File: config.mk
export PLATFORM = sky130hd
export DESIGN_NAME = key_matrix_scan_report_core
export DESIGN_NICKNAME = d
export VERILOG_FILES = /design/src/design/kmsr_pkg.sv /design/src/design/kmsr_key_unit.sv /design/src/design/kmsr_ctrl.sv /design/src/design/key_matrix_scan_report_core.sv
export SDC_FILE = /design/constraint.sdc
export NUM_CORES = 1
export LEC_CHECK = 0
export ABC_CLOCK_PERIOD_IN_PS = 3510
export BUFFER_PORTS_ARGS = -buffer_cell sky130_fd_sc_hd__buf_2
export CAP_MARGIN = 25
export CORE_AREA = 8 8 127 158
export CTS_BUF_LIST = sky130_fd_sc_hd__clkbuf_8 sky130_fd_sc_hd__clkbuf_16
export DETAILED_ROUTE_END_ITERATION = 10
export DIE_AREA = 0 0 135 166
export PLACE_DENSITY = 0.66
export SLEW_MARGIN = 20
export SYNTH_ARGS = -nofsm -noshare
export SYNTH_HDL_FRONTEND = slang
export SYNTH_SLANG_ARGS = --single-unit
export TNS_END_PERCENT = 20
File: constraint.sdc
create_clock -name clk -period 3.51 [get_ports clk]
set_clock_uncertainty 0.15 [all_clocks]
set_input_delay 0.351 -clock clk [delete_from_list [all_inputs] [get_ports clk]]
set_output_delay 0.351 -clock clk [all_outputs]
set_load 0.05 [all_outputs]
File: src/design/kmsr_pkg.sv
`default_nettype none
package kmsr_pkg;

    localparam int LEVEL_W   = 25;
    localparam int SLOT_N    = 6;
    localparam int CODE_W    = 8;
    localparam int COUNT_W   = 3;
    localparam int TABLE_DIM = 5;
    localparam int MAP_LIMIT = 64;

    typedef enum logic [1:0] {
        ST_IDLE,
        ST_SCAN,
        ST_DONE
    } kmsr_state_t;

    typedef struct packed {
        logic load;
        logic step;
        logic finish;
    } kmsr_ctrl_t;

    typedef struct packed {
        logic              map_next;
        logic              changed;
        logic              keep;
        logic [CODE_W-1:0] code;
    } kmsr_eval_t;

    typedef logic [CODE_W-1:0] code_row_t [TABLE_DIM];

    localparam code_row_t CODE_TABLE [TABLE_DIM] = '{
        '{8'h29, 8'h1E, 8'h1F, 8'h20, 8'h21},
        '{8'h2B, 8'h14, 8'h1A, 8'h08, 8'h15},
        '{8'h39, 8'h04, 8'h16, 8'h07, 8'h09},
        '{8'hE1, 8'h1D, 8'h1B, 8'h06, 8'h19},
        '{8'hE0, 8'hE3, 8'hE2, 8'h2C, 8'h00}
    };

    function automatic logic [CODE_W-1:0] code_at(input logic [7:0] row, input logic [7:0] col);
        logic [CODE_W-1:0] code;
        code = '0;
        if (row < 8'(TABLE_DIM) && col < 8'(TABLE_DIM))
        begin
            code = CODE_TABLE[row[2:0]][col[2:0]];
        end
        return code;
    endfunction

    // Positions past the sampled word read as low.
    function automatic logic level_at(input logic [LEVEL_W-1:0] levels, input logic [7:0] idx);
        logic bit_val;
        bit_val = 1'b0;
        if (idx < 8'(LEVEL_W))
        begin
            bit_val = levels[idx[4:0]];
        end
        return bit_val;
    endfunction

endpackage
`default_nettype wire

File: src/design/kmsr_key_unit.sv
`default_nettype none
module kmsr_key_unit
    import kmsr_pkg::*;
(
    input  wire logic               first_bit,
    input  wire logic               confirm_bit,
    input  wire logic               map_bit,
    input  wire logic               in_range,
    input  wire logic [7:0]         row,
    input  wire logic [7:0]         col,
    output kmsr_eval_t              eval
);

    always_comb
    begin
        eval.map_next = map_bit;
        eval.changed  = 1'b0;
        eval.keep     = 1'b0;
        eval.code     = code_at(row, col);
        if (in_range)
        begin
            if (!first_bit)
            begin
                if (map_bit)
                begin
                    eval.keep = 1'b1;
                end
                else if (!confirm_bit)
                begin
                    eval.map_next = 1'b1;
                    eval.changed  = 1'b1;
                    eval.keep     = 1'b1;
                end
            end
            else if (map_bit)
            begin
                eval.map_next = 1'b0;
                eval.changed  = 1'b1;
            end
        end
    end

endmodule
`default_nettype wire

File: src/design/kmsr_ctrl.sv
`default_nettype none
module kmsr_ctrl
    import kmsr_pkg::*;
#(
    parameter int ROWS  = 5,
    parameter int COLS  = 5,
    parameter int RW    = 3,
    parameter int CW    = 3,
    parameter int IDX_W = 5
)
(
    input  wire logic             clk,
    input  wire logic             rst_n,
    input  wire logic             in_valid,
    input  wire logic             out_busy,
    output logic                  in_stall,
    output kmsr_ctrl_t            ctrl,
    output logic [RW-1:0]         row,
    output logic [CW-1:0]         col,
    output logic [IDX_W-1:0]      idx
);

    kmsr_state_t      state_reg, state_next;
    logic [RW-1:0]    row_reg, row_next;
    logic [CW-1:0]    col_reg, col_next;
    logic [IDX_W-1:0] idx_reg, idx_next;
    logic             last_key;

    assign row = row_reg;
    assign col = col_reg;
    assign idx = idx_reg;
    assign last_key = (row_reg == RW'(ROWS - 1)) && (col_reg == CW'(COLS - 1));

    always_ff @(posedge clk or negedge rst_n)
    begin
        if (!rst_n)
        begin
            state_reg <= ST_IDLE;
            row_reg   <= '0;
            col_reg   <= '0;
            idx_reg   <= '0;
        end
        else
        begin
            state_reg <= state_next;
            row_reg   <= row_next;
            col_reg   <= col_next;
            idx_reg   <= idx_next;
        end
    end

    always_comb
    begin
        state_next  = state_reg;
        row_next    = row_reg;
        col_next    = col_reg;
        idx_next    = idx_reg;
        ctrl        = '0;
        in_stall    = 1'b1;
        case (state_reg)
            ST_IDLE:
            begin
                in_stall = 1'b0;
                if (in_valid)
                begin
                    ctrl.load  = 1'b1;
                    row_next   = '0;
                    col_next   = '0;
                    idx_next   = '0;
                    state_next = ST_SCAN;
                end
            end
            ST_SCAN:
            begin
                ctrl.step = 1'b1;
                if (last_key)
                begin
                    state_next = ST_DONE;
                end
                else
                begin
                    idx_next = idx_reg + 1'b1;
                    if (row_reg == RW'(ROWS - 1))
                    begin
                        row_next = '0;
                        col_next = col_reg + 1'b1;
                    end
                    else
                    begin
                        row_next = row_reg + 1'b1;
                    end
                end
            end
            ST_DONE:
            begin
                if (!out_busy)
                begin
                    ctrl.finish = 1'b1;
                    state_next  = ST_IDLE;
                end
            end
            default:
            begin
                state_next = ST_IDLE;
            end
        endcase
    end

endmodule
`default_nettype wire

File: src/design/key_matrix_scan_report_core.sv
`default_nettype none
// Scan-to-report core for a ROWS x COLS key matrix. Each input beat carries one full scan
// as two active-low samples (first read, confirm read); each output beat is a six-slot
// keycode report with key count and a changed flag. One shared key evaluator walks the
// keys column-major, one key per cycle. A scan passes through an accept step,
// an evaluation step per key and a load of the output register; the load waits while the
// output side holds a previous report. in_stall is high from accept until the result is
// loaded; a finished report waits in the output register while the next scan is taken.
module key_matrix_scan_report_core
    import kmsr_pkg::*;
#(
    parameter int ROWS        = 5,
    parameter int COLS        = 5,
    parameter int REPORT_KEYS = 6
)
(
    input  wire logic               clk,
    input  wire logic               rst_n,
    input  wire logic               in_valid,
    output logic                    in_stall,
    input  wire logic [LEVEL_W-1:0] first_levels,
    input  wire logic [LEVEL_W-1:0] confirm_levels,
    output logic                    out_valid,
    input  wire logic               out_stall,
    output logic [CODE_W-1:0]       key_slot_a,
    output logic [CODE_W-1:0]       key_slot_b,
    output logic [CODE_W-1:0]       key_slot_c,
    output logic [CODE_W-1:0]       key_slot_d,
    output logic [CODE_W-1:0]       key_slot_e,
    output logic [CODE_W-1:0]       key_slot_f,
    output logic [COUNT_W-1:0]      key_count,
    output logic                    report_changed
);

    localparam int KEYS  = ROWS * COLS;
    localparam int IDX_W = (KEYS > 1) ? $clog2(KEYS) : 1;
    localparam int RW    = (ROWS > 1) ? $clog2(ROWS) : 1;
    localparam int CW    = (COLS > 1) ? $clog2(COLS) : 1;

    kmsr_ctrl_t         ctrl;
    kmsr_eval_t         eval;
    logic [RW-1:0]      row;
    logic [CW-1:0]      col;
    logic [IDX_W-1:0]   idx;
    logic [7:0]         idx8;

    logic [LEVEL_W-1:0] first_reg;
    logic [LEVEL_W-1:0] confirm_reg;
    logic [KEYS-1:0]    map_reg;
    logic [CODE_W-1:0]  slot_reg [SLOT_N];
    logic [COUNT_W-1:0] cnt_reg;
    logic [COUNT_W-1:0] last_count_reg;
    logic               chg_reg;

    logic               out_valid_reg;
    logic [CODE_W-1:0]  out_slot_reg [SLOT_N];
    logic [COUNT_W-1:0] out_count_reg;
    logic               out_chg_reg;

    assign idx8 = 8'(idx);

    kmsr_ctrl #(
        .ROWS  (ROWS),
        .COLS  (COLS),
        .RW    (RW),
        .CW    (CW),
        .IDX_W (IDX_W)
    ) u_ctrl (
        .clk      (clk),
        .rst_n    (rst_n),
        .in_valid (in_valid),
        .out_busy (out_valid_reg && out_stall),
        .in_stall (in_stall),
        .ctrl     (ctrl),
        .row      (row),
        .col      (col),
        .idx      (idx)
    );

    kmsr_key_unit u_key (
        .first_bit   (level_at(first_reg, idx8)),
        .confirm_bit (level_at(confirm_reg, idx8)),
        .map_bit     (map_reg[idx]),
        .in_range    (idx8 < 8'(MAP_LIMIT)),
        .row         (8'(row)),
        .col         (8'(col)),
        .eval        (eval)
    );

    always_ff @(posedge clk)
    begin
        if (ctrl.load)
        begin
            first_reg   <= first_levels;
            confirm_reg <= confirm_levels;
            for (int i = 0; i < SLOT_N; i++)
            begin
                slot_reg[i] <= '0;
            end
        end
        else if (ctrl.step && eval.keep && cnt_reg < COUNT_W'(REPORT_KEYS))
        begin
            slot_reg[cnt_reg] <= eval.code;
        end
        if (ctrl.finish)
        begin
            out_slot_reg  <= slot_reg;
            out_count_reg <= cnt_reg;
            out_chg_reg   <= chg_reg || (cnt_reg != last_count_reg);
        end
    end

    always_ff @(posedge clk or negedge rst_n)
    begin
        if (!rst_n)
        begin
            map_reg        <= '0;
            cnt_reg        <= '0;
            chg_reg        <= 1'b0;
            last_count_reg <= '0;
            out_valid_reg  <= 1'b0;
        end
        else
        begin
            if (ctrl.load)
            begin
                cnt_reg <= '0;
                chg_reg <= 1'b0;
            end
            else if (ctrl.step)
            begin
                map_reg[idx] <= eval.map_next;
                chg_reg      <= chg_reg || eval.changed;
                if (eval.keep && cnt_reg < COUNT_W'(REPORT_KEYS))
                begin
                    cnt_reg <= cnt_reg + 1'b1;
                end
            end
            if (ctrl.finish)
            begin
                last_count_reg <= cnt_reg;
                out_valid_reg  <= 1'b1;
            end
            else if (!out_stall)
            begin
                out_valid_reg <= 1'b0;
            end
        end
    end

    assign out_valid      = out_valid_reg;
    assign key_slot_a     = out_slot_reg[0];
    assign key_slot_b     = out_slot_reg[1];
    assign key_slot_c     = out_slot_reg[2];
    assign key_slot_d     = out_slot_reg[3];
    assign key_slot_e     = out_slot_reg[4];
    assign key_slot_f     = out_slot_reg[5];
    assign key_count      = out_count_reg;
    assign report_changed = out_chg_reg;

endmodule
`default_nettype wire

# Word level (Yosys, flattened, before mapping)

Memories as Yosys holds them, arrays and structs flattened.
Index checks and enable logic that the tools add are counted.

Add/sub/neg operators: 4
$lt $le $gt $ge: 11
Equal/unequal tests: 11
Multiplexer cells: 54
Bitwise gates (word level): 4
Reduce and logical (&&, ||, !) cells: 19

Operator list:

| kind                                                      | number |
|---|---|
| 2-to-1 mux 40 bit                                         | 2 |
| bitwise mux 48 bit                                        | 1 |
| 2-to-1 mux 8 bit                                          | 4 |
| 2-to-1 mux 3 bit                                          | 10 |
| bitwise mux 25 bit                                        | 1 |
| binary-select mux 8 bit (select 3 bit)                    | 1 |
| demux 8 bit (select 3 bit)                                | 1 |
| 2-to-1 mux 1 bit                                          | 19 |
| binary-select mux 1 bit (select 5 bit)                    | 3 |
| greater-or-equal comparator 4 bit (second input constant) | 3 |
| inverter 3 -> 4 bit                                       | 3 |
| one-hot mux 3 bit (2 select lines)                        | 2 |
| 2-to-1 mux 2 bit                                          | 5 |
| 2-to-1 mux 5 bit                                          | 2 |
| one-hot mux 5 bit (2 select lines)                        | 1 |
| adder 3 x 1 -> 3 bit (second input constant)              | 3 |
| < comparator 3 bit (second input constant)                | 3 |
| logical AND 1 bit                                         | 8 |
| < comparator 5 x 7 -> 1 bit (second input constant)       | 1 |
| equality test 3 bit (second input constant)               | 2 |
| < comparator 5 x 6 -> 1 bit (second input constant)       | 1 |
| != test 2 x 1 -> 1 bit (second input constant)            | 3 |
| != test 2 bit (second input constant)                     | 3 |
| one-hot mux 2 bit (3 select lines)                        | 1 |
| 15 further kinds                                          | 20 |

Flip-flop bits (word level): 196
Memory bits (read-only): 320
Bits of input ports: 54
Output and inout port bits: 54
Logic and storage cells: 129
Memories: 1

Memory list:

| name            | depth | width | rd ports | clocked after Yosys merged registers in | write ports | RTL line       | text |
|---|---|---|---|---|---|---|---|
| (no name shown) | 8     | 40    | 1        | 0                                       | 0           | kmsr_pkg.sv:45 | `code = CODE_TABLE[row[2:0]][col[2:0]];` |

# Longest topological paths before layout

Depth after elaboration: 11
Depth in mapped cells: 10

# Modules after synthesis

From an unflattened synthesis, not the netlist that was laid out.

Cells, all modules: 600
Area total of the unflattened synthesis: 8,159.1 µm²

Modules (own cells, without submodules):

| module                      | times used | cells each | area each (µm²) | sequential area each (µm²) |
|---|---|---|---|---|
| key_matrix_scan_report_core | 1          | 464        | 6,955.4         | 4,849.7 |
| kmsr_ctrl                   | 1          | 67         | 725.7           | 325.3 |
| kmsr_key_unit               | 1          | 69         | 478.0           | 0.0 |

# Least setup slack after synthesis

Ideal clock, no wire load.

Path type: register to register
Start point: register u_ctrl.state_reg[1]
End point: register u_ctrl.idx_reg[0], in the netlist u_ctrl.idx[0]
Library setup time: 0.125 ns
Arrival: 2.783 ns
Setup slack: 0.452 ns
Cell stages (with the launch flop): 7
Path buffers: 1
Cells stage by stage: dfrtp_1 nor2_1 nand2_1 inv_1 clkbuf_1 nor2_1 mux2_2

Cells in the longest elaborated chain, start to end: 3
Elaborated cells on any way between the ends: 7
Classes of those cells: eq/ne: 3; mux: 1; reduce/logical: 3

RTL lines:

| what                                                            | RTL line        | text |
|---|---|---|
| start, declared                                                 | kmsr_ctrl.sv:23 | `kmsr_state_t state_reg, state_next;` |
| start signal, assigned                                          | kmsr_ctrl.sv:45 | `state_reg <= state_next;` |
| equality test 2 x 1 -> 1 bit or zero test 2 bit (tied branches) | kmsr_ctrl.sv:60 | `case (state_reg)` |
| != test 2 bit (no line) or nonzero test 2 bit (tied branches)   | n/a             |  |
| AND reduction 3 bit (no line)                                   | n/a             |  |
| end signal, assigned                                            | kmsr_ctrl.sv:48 | `idx_reg <= idx_next;` |
| end, declared                                                   | kmsr_ctrl.sv:26 | `logic [IDX_W-1:0] idx_reg, idx_next;` |

Parallel ways exist; a longest one is shown, timed or not.
A chain may end at the register's enable or synchronous reset.

# Worst setup path in the final report

Start point: register u_ctrl.idx_reg[1], in the netlist u_ctrl.idx[1]
End point: register slot_reg[33] (netlist bit)

Cells in the longest elaborated chain, start to end: 9
Elaborated cells on any way between the ends: 16
Classes of those cells: order compare: 2; mux: 12; reduce/logical: 2

RTL lines:

| what                                   | RTL line                           | text |
|---|---|---|
| binary-select mux 1 bit (select 5 bit) | kmsr_pkg.sv:56                     | `bit_val = levels[idx[4:0]];` |
| 2-to-1 mux 1 bit (implied by the code) | kmsr_pkg.sv:56                     |  |
| 2-to-1 mux 1 bit                       | kmsr_pkg.sv:54                     | `if (idx < 8'(LEVEL_W))` |
| 2-to-1 mux 3 bit                       | kmsr_key_unit.sv:28                | `else if (!confirm_bit)` |
| 2-to-1 mux 1 bit                       | kmsr_key_unit.sv:24                | `if (map_bit)` |
| 2-to-1 mux 1 bit                       | kmsr_key_unit.sv:22                | `if (!first_bit)` |
| 2-to-1 mux 3 bit (*)                   | kmsr_key_unit.sv:20                | `if (in_range)` |
| logical AND 1 bit (*) (2 in series)    | key_matrix_scan_report_core.sv:101 | `else if (ctrl.step && eval.keep && cnt_reg < COUNT_W'(REPORT_KEYS))` |
| end signal, assigned by index          | key_matrix_scan_report_core.sv:103 | `slot_reg[cnt_reg] <= eval.code;` |
| end, declared                          | key_matrix_scan_report_core.sv:50  | `logic [CODE_W-1:0] slot_reg [SLOT_N];` |

Mark *: on every way between the ends. The rest lies on a longest branch, timed or not. The select of a mux whose other input is x is not followed.

==> impl_metrics.csv <==
group,metric,value,unit
sta,finalSetupViolations,0,
drt,drt_iter0_drc,359,
setup_path,worstSetupStartpointType,"flip-flop",
yosys,netlist.area_leader.share,0.3734,
finish,drive_gt1_frac,0.2603,
yosys,ys.flop_type,"edfxtp_1",
yosys,synth_warnings,0,
setup_path,reg2reg_from,"u_ctrl.idx[1]$_DFFE_PN0P_",
global_route,grt_pass1_wl,26.89,mm
sta,fmax,0.3152,GHz
cts,clkSlewWorstSetupHoldPaths,0.07,ns
floorplan,io_pins,108,
floorplan,fp-row-count,55,
global_route,busiest_layer,"met2",
place,port_buffers,107,
cts,htreeDepth,4,
cts,cts_tree,"yes",
floorplan,die_h,166,microns
sta,min_period_over_period,0.9038,
cts,clock_path_buffers,2,
floorplan,initial_core_util,0.4348,
drt,dr_total_vias,5081,
cts,numCtsBuffers,17,
global_route,groute.usage.overall,0.1493,
drt,ant_nets,0,
cts,cts.sinks,184,
yosys,ys_async_sr_fraction,0.2500,
yosys,synth_area_leader_cell,"edfxtp_1",
yosys,synth_seq_cells,184,
yosys,netlist_area,7720,sq um
drt,drt_pass1_iterations,5,
finish,n_antenna_cell,0,
global_route,grt_max_degree,51,
place,dp.final_hpwl,11.12,mm
status,status,"completed",
cts,clk_latency,0.43,ns
setup_path,reg2reg_to,"slot_reg[33]$_SDFFE_PP0P_",
pwr,peakVddDrop,416.9,uV
setup_path,critical_path_class,"reg2reg",
sta,slew_headroom,0.3367,
yosys,yosys-top-cells-area,"edfxtp_1 (37%), dfrtp_1 (15%), dfxtp_1 (11%)",
global_route,grt_pass1_vias,5324,
place,gp_congestion,0.8624,
finish,syn_to_final_growth,22.90,%
min_path,hold_class,"in2reg",
sta,drv_slew,0,
yosys,synthTopCellsByCount,"edfxtp_1 (96), nand2_1 (75), dfrtp_1 (46), mux2i_1 (45), dfxtp_1 (42)",
global_route,grtUsageMet3,0.04661,
sta,rsz0062_at_grt,"false",
yosys,yosysSeqAreaShare,0.6314,
setup_path,rr_worst_depth,7,
setup_path,arrival,3.37,ns
finish,largest_register_ffs,42,
global_route,met2_usage,0.2569,
floorplan,coreArea,17750,sq um
drt,wire_per_inst,16.97,microns
setup_path,cp-end-kind,"flip-flop",
pwr,total_power,7.984,mW
min_path,min_to,"out_valid$_DFFE_PN0P_",
sta,fin_crit,3.172,ns
pwr,power.leakage,3.844,nW
sta,worst_pin_slew,0.9923,ns
sta,totalNegativeSetupSlack,0,ns
setup_path,required,3.71,ns
yosys,synthCells,571,
yosys,avgSynthCellArea,13.52,sq um
sta,hold_viol,0,
yosys,ys_types,62,
pwr,powerDensity,841.5,nW/um^2
drt,drc,0,
global_route,grt_overflow,0,
drt,drt_wl_total,16.25,mm
yosys,syn_nets,639,
drt,via_per_inst,5.304,
min_path,hp-start,"out_stall",
finish,nets,785,
setup_path,cp-startpoint,"u_ctrl.idx[1]$_DFFE_PN0P_",
job,drv_cap,0,
yosys,yosysMostFrequentCell,"edfxtp_1",
min_path,hold_depth,3,
global_route,antenna_found_initial,0,
yosys,synth_edf_count,96,
cts,cts_root_buf,"clkbuf_16",
floorplan,die_area,22410,sq um
global_route,grt_use_met1,0.1721,
floorplan,fp.dieW,135,microns
setup_path,r2r_slack,0.34,ns
finish,fillers,1487,
setup_path,critPathMaxFanout,14,
-- cells by family (layout without fill, tap and decap cells) --
logic type / after synthesis / in the layout / share of synthesized area
DFF: 184 / 184 / 0.6314
adders and majority gates: 14 / 14 / 0.02269
AOI/OAI and AO/OA: 90 / 90 / 0.08331
muxes: 71 / 71 / 0.1235
xor gates and xnor gates: 7 / 7 / 0.007942
and+or+nand+nor: 147 / 147 / 0.09400
buffers and inverters: 58 / 217 / 0.03711
-- timing repair --
| action | in CTS | in global routing |
|---|---|---|
| resized for setup | 0 | 1 |
| setup buffers | 0 | 0 |
| endpoints found under the setup margin | 0 | 11 |
| hold buffers | 51 | 0 |
| endpoints found under the hold margin | 96 | 0 |
-- cells in the final DEF (no fill, tap or decap), types with 3 or more instances in the layout --
| master | count |
|---|---|
| o41ai_1 | 20 |
| a21oi_1 | 10 |
| mux2i_1 | 45 |
| nand3_1 | 13 |
| buf_4 | 14 |
| dlygate4sd3_1 | 51 |
| mux4_2 | 16 |
| inv_6 | 3 |
| buf_2 | 106 |
| clkinvlp_4 | 4 |
| clkbuf_16 | 17 |
| inv_1 | 13 |
| and3b_1 | 3 |
| ha_1 | 14 |
| xor2_1 | 7 |
| nor3_1 | 4 |
| or3_1 | 4 |
| o31ai_1 | 3 |
| nor2_1 | 18 |
| dfxtp_1 | 42 |
| a31oi_1 | 4 |
| o21ai_0 | 29 |
| nor3b_1 | 4 |
| edfxtp_1 | 96 |
| inv_8 | 5 |
| nand2b_1 | 4 |
| dfrtp_1 | 45 |
| nor2b_1 | 4 |
| nand2_1 | 75 |
| mux2_2 | 8 |
-- worst max-delay path by stage --
stage	slack, ns	endpoint
2_1_floorplan	0.45	u_ctrl.idx[0]$_DFFE_PN0P_
3_3_place_gp	0.26	slot_reg[38]$_SDFFE_PP0P_
3_5_place_dp	0.21	slot_reg[33]$_SDFFE_PP0P_
4_1_cts	0.16	slot_reg[33]$_SDFFE_PP0P_
5_1_grt	0.15	slot_reg[37]$_SDFFE_PP0P_
6_report	0.34	slot_reg[33]$_SDFFE_PP0P_
-- metrics by stage --
| stage | area, sq um | util | hold WS [ns] | worst slack (ns) | cells |
|---|---|---|---|---|---|
| global placement | 8411 | 0.4737 | 0.2656 | 0.2647 | 875 |
| CTS | 9482 | 0.5340 | 0.05217 | 0.1637 | 958 |
| detailed placement | 8411 | 0.4737 | 0.2668 | 0.2071 | 875 |
| finish | 9488 | 0.5344 | 0.06875 | 0.3378 | 958 |
| floorplan | 7720 | - | -0.09459 | 0.4520 | 571 |
| global route | 9488 | 0.5344 | 0.07332 | 0.1497 | 958 |
-- worst max-delay path, stage by stage (launching register included) --
cell and delay, ns:
dfrtp_1 0.49, buf_4 0.29, mux4_2 0.53, mux2i_1 0.24, o211ai_1 0.21, a211oi_4 0.45
nand4bb_1 0.47, mux2i_1 0.25
-- area by class of cell --
cell class	count	area [sq um]	area share
Clock inverter	15	135.1	0.01424
Clock buffer	17	425.4	0.04484
Sequential cell	184	4876	0.5139
Multi-Input combinational cell	329	2567	0.2706
Timing Repair Buffer	171	1146	0.1208
Inverter	14	52.55	0.005539
Tap cell	228	285.3	0.03007
-- power breakdown --
group          switching [mW]  internal [mW]
Clock                   0.882          0.936
Combinational            1.74           1.21
Sequential              0.436           2.78
-- layer usage --
metal,up-vias,wire length (microns)
met5,-,0
met4,0,224
met3,21,1215
met2,178,8254
met1,2469,6559
li1,2413,-
Power figures use the tool's default switching activity.
